<file path="config.mk">
export PLATFORM = sky130hd
export DESIGN_NAME = uiss_ctrl
export DESIGN_NICKNAME = d
export VERILOG_FILES = /design/src/design/uiss_pkg.sv /design/src/design/uiss_ctrl.sv
export SDC_FILE = /design/constraint.sdc
export NUM_CORES = 1
export LEC_CHECK = 0
export BUFFER_PORTS_ARGS = -buffer_cell sky130_fd_sc_hd__buf_2
export CORE_AREA = 3 3 40 42
export CTS_BUF_LIST = sky130_fd_sc_hd__clkbuf_16
export DETAILED_ROUTE_END_ITERATION = 8
export DIE_AREA = 0 0 43 45
export HOLD_SLACK_MARGIN = 0.06
export PLACE_DENSITY = 0.37
export SLEW_MARGIN = 10
export SYNTH_ARGS = -nofsm -noshare
export SYNTH_HDL_FRONTEND = slang
export SYNTH_SLANG_ARGS = --single-unit
</file>
<file path="constraint.sdc">
create_clock -name clock -period 1.5 [get_ports clock]
set_input_delay 0.225 -clock clock [delete_from_list [all_inputs] [get_ports clock]]
set_output_delay 0.225 -clock clock [all_outputs]
set_load 0.02 [all_outputs]
</file>
<file path="src/design/uiss_pkg.sv">
// ----------------------------------------------------------------------------
// uiss_pkg
// Shared widths, status codes and controller/datapath handshake structs for
// the used-index skip set.
// ----------------------------------------------------------------------------
package uiss_pkg;

   localparam int INDEX_W         = 64;
   localparam int LIMIT_W         = 7;
   localparam int COUNT_OUT_W     = 7;
   localparam int STATUS_W        = 2;
   localparam int DEF_MAX_SKIPPED = 64;

   localparam logic [LIMIT_W-1:0] LIMIT_RESET = 7'd64;

   typedef enum logic [STATUS_W-1:0] {
      ST_OK   = 2'd0,
      ST_DUP  = 2'd1,
      ST_FULL = 2'd2
   } uiss_status_type;

   // controller to datapath
   typedef struct packed {
      logic load_req;
      logic scan_run;
      logic decide;
      logic ins_run;
      logic out_load;
   } uiss_cmd_type;

   // datapath to controller
   typedef struct packed {
      logic scan_done;
      logic need_insert;
      logic ins_done;
      logic out_free;
   } uiss_stat_type;

endpackage

</file>
<file path="src/design/uiss_ctrl.sv">
// ----------------------------------------------------------------------------
// uiss_ctrl
// Sequencer: accept, table scan, decision, gap insertion, result hand-off.
// ----------------------------------------------------------------------------
module uiss_ctrl (
   input  logic                    clock,
   input  logic                    reset,
   input  logic                    req_valid,
   output logic                    req_ready,
   input  uiss_pkg::uiss_stat_type stat,
   output uiss_pkg::uiss_cmd_type  cmd
);

   typedef enum logic [2:0] {
      IDLE,
      SCAN,
      DECIDE,
      INSERT,
      FINISH
   } state_type;

   state_type state_ff, state_in;

   always_comb begin
      state_in  = state_ff;
      cmd       = '0;
      req_ready = 1'b0;
      unique case (state_ff)
         IDLE: begin
            req_ready    = 1'b1;
            cmd.load_req = req_valid;
            if (req_valid) begin
               state_in = SCAN;
            end
         end
         SCAN: begin
            if (stat.scan_done) begin
               state_in = DECIDE;
            end else begin
               cmd.scan_run = 1'b1;
            end
         end
         DECIDE: begin
            cmd.decide = 1'b1;
            state_in   = stat.need_insert ? INSERT : FINISH;
         end
         INSERT: begin
            if (stat.ins_done) begin
               state_in = FINISH;
            end else begin
               cmd.ins_run = 1'b1;
            end
         end
         FINISH: begin
            cmd.out_load = stat.out_free;
            if (stat.out_free) begin
               state_in = IDLE;
            end
         end
         default: begin
            state_in = IDLE;
         end
      endcase
   end

   always_ff @(posedge clock) begin
      if (reset) begin
         state_ff <= IDLE;
      end else begin
         state_ff <= state_in;
      end
   end

endmodule

</file>
==> Yosys cells after proc, flatten, opt, wreduce, memory -nomap -nowiden <==
Index checks and enable logic that the tools add are counted.
{ "totals": {"inputBits": 7, "memories": 0, "word_cells": 25, "mem_bits_ro": 0, "reg_bits": 3, "output_inout_bits": 6, "ramBits": 0, "latch_bits": 0} }
{ "op_classes": {"shifts": 0, "add_sub_neg": 0, "eq_ne": 8, "reduce_logical": 2, "mul": 0, "n_mux": 14, "bitwise": 0, "order_cmp": 0, "div": 0} }
{ "op_table": {"columns": ["op", "count"], "rows": [
  ["$mux 3", 5],
  ["$pmux 3 s5", 1],
  ["$mux 1", 8],
  ["$ne 2x2->1 const B", 4],
  ["$eq 3x2->1 const B", 2],
  ["$reduce_and 4->1", 1],
  ["$eq 3x1->1 const B", 1],
  ["$eq 3x3->1 const B", 1],
  ["$logic_not 3->1", 1]
]} }

==> Longest topological paths before layout <==
{ "logic_depth": {"word_depth": 3, "depth_mapped": 4, "mapped_depth_nobuf": 3} }

==> Worst setup path before layout <==
Ideal clock, no wire load.
{ "synth_path": {"path_kind": "register to output", "start": "reg state_ff[2]", "end": "out cmd[4] (netlist name)", "t_required_ns": 1.275, "stages_incl_launch_ff": 4, "arrival_time_ns": 1.331, "path_buffers": 1, "setup_slack_ns": -0.056, "cell_sequence": "dfxtp_1 clkbuf_1 nor3_1 and2_1"} }
{ "synth_lines": {"columns": ["element", "line_no", "text"], "rows": [
  ["start, declared", "uiss_ctrl.sv:22", "state_type state_ff, state_in;"],
  ["start signal, assigned", "uiss_ctrl.sv:70", "state_ff <= state_in;"],
  ["end, declared", "uiss_ctrl.sv:11", "output uiss_pkg::uiss_cmd_type cmd"]
]} }

==> metrics <==
initial antenna violation count 0; top flop regs state_ff x3; CTS sink cnt 3; GP Congestion 0.8010; total congestion overflow 0; maximum vdd ir drop 0.7204 mV; outcome finished clean; Post-synth top flop dfxtp_1; clock power share 0.691; worst r2r src state_ff[0]$_SDFFE_PP0P_; RSZ-0062 raised after global routing no; hpwl dp 450.1 um; Syn Area/Cell 9.192 um^2; Comb power frac 0.131; met1 GRT Util 0.06506; Buf/Inv on CP 1; Reg2Reg Setup Slack 0.35 ns; largest net degree at the start of global routing 11; post-layout util 0.2970; met3 global-route usage 0.03984; endpoints failing setup 0; Critical Path Sink Type output port; Post-synth top cells 3 x dfxtp_1, 3 x inv_1, 3 x nor3b_1, 2 x nor2_1; Sw Ratio 0.2129; area of placed instances 300.3 um^2; delay-heaviest family, CP flip-flops; CP max-delay cell dfxtp_1; Pleak 0.1731 nW; CP Data Arrival Time 1.14 ns; Num CTS Buffers 3; yosys synthesis warning count 0; share of cells above drive strength 1 0.5641; Reg with most FFs state_ff; Ports 13; drc violations 0; CP Max Fanout 9; routed length per instance 11.20 um; #FFs+latches synth 3; async set or reset register ratio after synthesis 0; main area contributors after synthesis dfxtp_1 25%, mux4_2 9.4%, nor3b_1 9.4%, a2111oi_2 6.3%, and4bb_2 5.2%; crit path kind reg -> out; I/O Buffers 12; Synth Area in Simple Gates 0.3351; initial core utilization 0.1860; CTS Root Cell clkbuf_16; DIE HEIGHT 45 um; mux share of post-synthesis cell area 0.1361; Setup crit start state_ff[2]$_SDFFE_PP0P_; CP endpoint cmd[3]; number of flops mapped to enable cells by yosys 0; 1st-iter DRT viols 2; routed wire length 605 um; crit-path max cell delay 0.39 ns; Nets 47; Post-Syn Nets 33; slew margin rel. 0.7769; Finished Cell Area 381.6 um^2; max reg flops 3; Total GRT Usage 0.07161; die area 0.001935 mm^2; Setup Skew 0.002981 ns; routed vias 240; Final period util 0.9113; met2 Use GR 0.1287; synthesized area 239.0 um^2; max_cap viols 0; clock-pin slew on the worst setup and hold paths 0.03 ns; Yosys top cell area share 0.2513; worst r2r path cells 2; Vias per Instance 4.444; CTS Hold Bufs 0; Slew Limit Fails 0; Synth Area in Compound Gates 0.1361; Sw Pwr 0.0001274 W; register area 62.56 um^2; main combinational cell family by area after synthesis simple AND/OR/NAND/NOR gates; area delta synth->final 59.69%; Tmin final 1.367 ns; XOR/XNOR Fraction of Synth Area 0; Max Clock Freq 0.7315 GHz; internal power 0.0004708 W; Seq pwr share 0.178; Clock Latency Late Sink 0.22 ns; number of global-route vias before repair 243; Fill cells 148; setup_tns 0 ns; Worst-Margin Slew 0.3341 ns; Netlist cell types 19; antenna viol nets, final 0; sequential share of the synthesized area 0.2513; htree depth 1; worst-case clock buffer depth 2; GRT busiest layer met2; n_diodes 0; drt pass-1 iters 4; core box area 0.001285 mm^2; FF-to-FF End state_ff[0]$_SDFFE_PP0P_; area of the multi-input gates 150.1 um^2; pwr dens 1567 mW/mm^2; Yosys top cell by area dfxtp_1; startpoint types flop; post-synthesis adder-cell area fraction 0; CP required 1.27 ns; CP Depth 2; row count 13; Hold Fails Final Rpt 0; TritonCTS clock tree built; Hold Path Class in -> reg; CP Cell Sequence nor4b_1 -> buf_2; Mapped Cells 26; first-pass GRT wire length 972 um; Die W 43 um
layout by cell type (no fill, tap or decap):
cell	count
a2111oi_2	1
a21oi_1	1
and2_1	1
and4bb_2	1
buf_2	12
clkbuf_16	3
dfxtp_1	1
dfxtp_2	2
inv_1	4
mux2i_1	1
mux4_2	1
nand3b_1	1
nor2_1	2
nor3_2	2
nor3b_1	3
nor4b_1	1
o21ai_0	1
o31ai_1	1
logic make-up after synthesis:
| logic type | Yosys count |
|---|---|
| simple gates | 11 |
| mux | 2 |
| buf+inv | 6 |
| flops | 3 |
| compound gates | 4 |
power by group through the flow:
| stage | logic (W) | clock network [W] | registers (W) |
|---|---|---|---|
| after floorplan | 0.0000749 | 0 | 0.0000896 |
| after global placement | 0.0000792 | 0 | 0.000106 |
| after detailed placement | 0.0000795 | 0 | 0.000106 |
| after CTS | 0.0000800 | 0.000418 | 0.000106 |
| after global routing | 0.0000853 | 0.000429 | 0.000109 |
| final | 0.0000785 | 0.000413 | 0.000107 |
through the flow:
step / total power, W / setup slack, ns / instances / hold slack, ns
after floorplan: 0.0001645 / 0.007872 / 26 / 0.2939
after CTS: 0.0006033 / 0.04200 / 54 / 0.2278
after detailed placement: 0.0001859 / 0.2358 / 50 / 0.4576
final: 0.0005982 / 0.1330 / 54 / 0.2226
after global placement: 0.0001849 / 0.2793 / 50 / 0.4553
after global routing: 0.0006233 / 0.06609 / 54 / 0.2370
routing by layer:
layer | up-vias | routed length [um] | part of all wire
met3 | 0 | 59 | 0.098
met5 | - | 0 | 0
li1 | 120 | - | -
met2 | 10 | 288 | 0.48
met1 | 110 | 258 | 0.43
met4 | 0 | 0 | 0
worst min-delay path by stage:
stage	endpoint	cells after the start	slack (ns)	from
2_1_floorplan	state_ff[1]$_SDFFE_PP0P_	1	0.29	reset
3_3_place_gp	state_ff[0]$_SDFFE_PP0P_	2	0.46	reset
3_5_place_dp	state_ff[0]$_SDFFE_PP0P_	2	0.46	reset
4_1_cts	state_ff[0]$_SDFFE_PP0P_	2	0.23	reset
5_1_grt	state_ff[0]$_SDFFE_PP0P_	2	0.24	reset
6_report	state_ff[0]$_SDFFE_PP0P_	2	0.22	reset
area by class of cell:
class,count,share of cell area
well taps,15,0.04918
clock buffers,3,0.1967
repair buffers,12,0.1574
inverters,3,0.02951
clock inverters,1,0.009836
multi-input cells,17,0.3934
flip-flops and latches,3,0.1639
what timing repair did:
item | 4_1_cts | 5_1_grt
gates resized for setup | 0 | 2
endpoints found under the setup margin | 0 | 1
setup buffers | 0 | 0
Power figures use the tool's default switching activity.
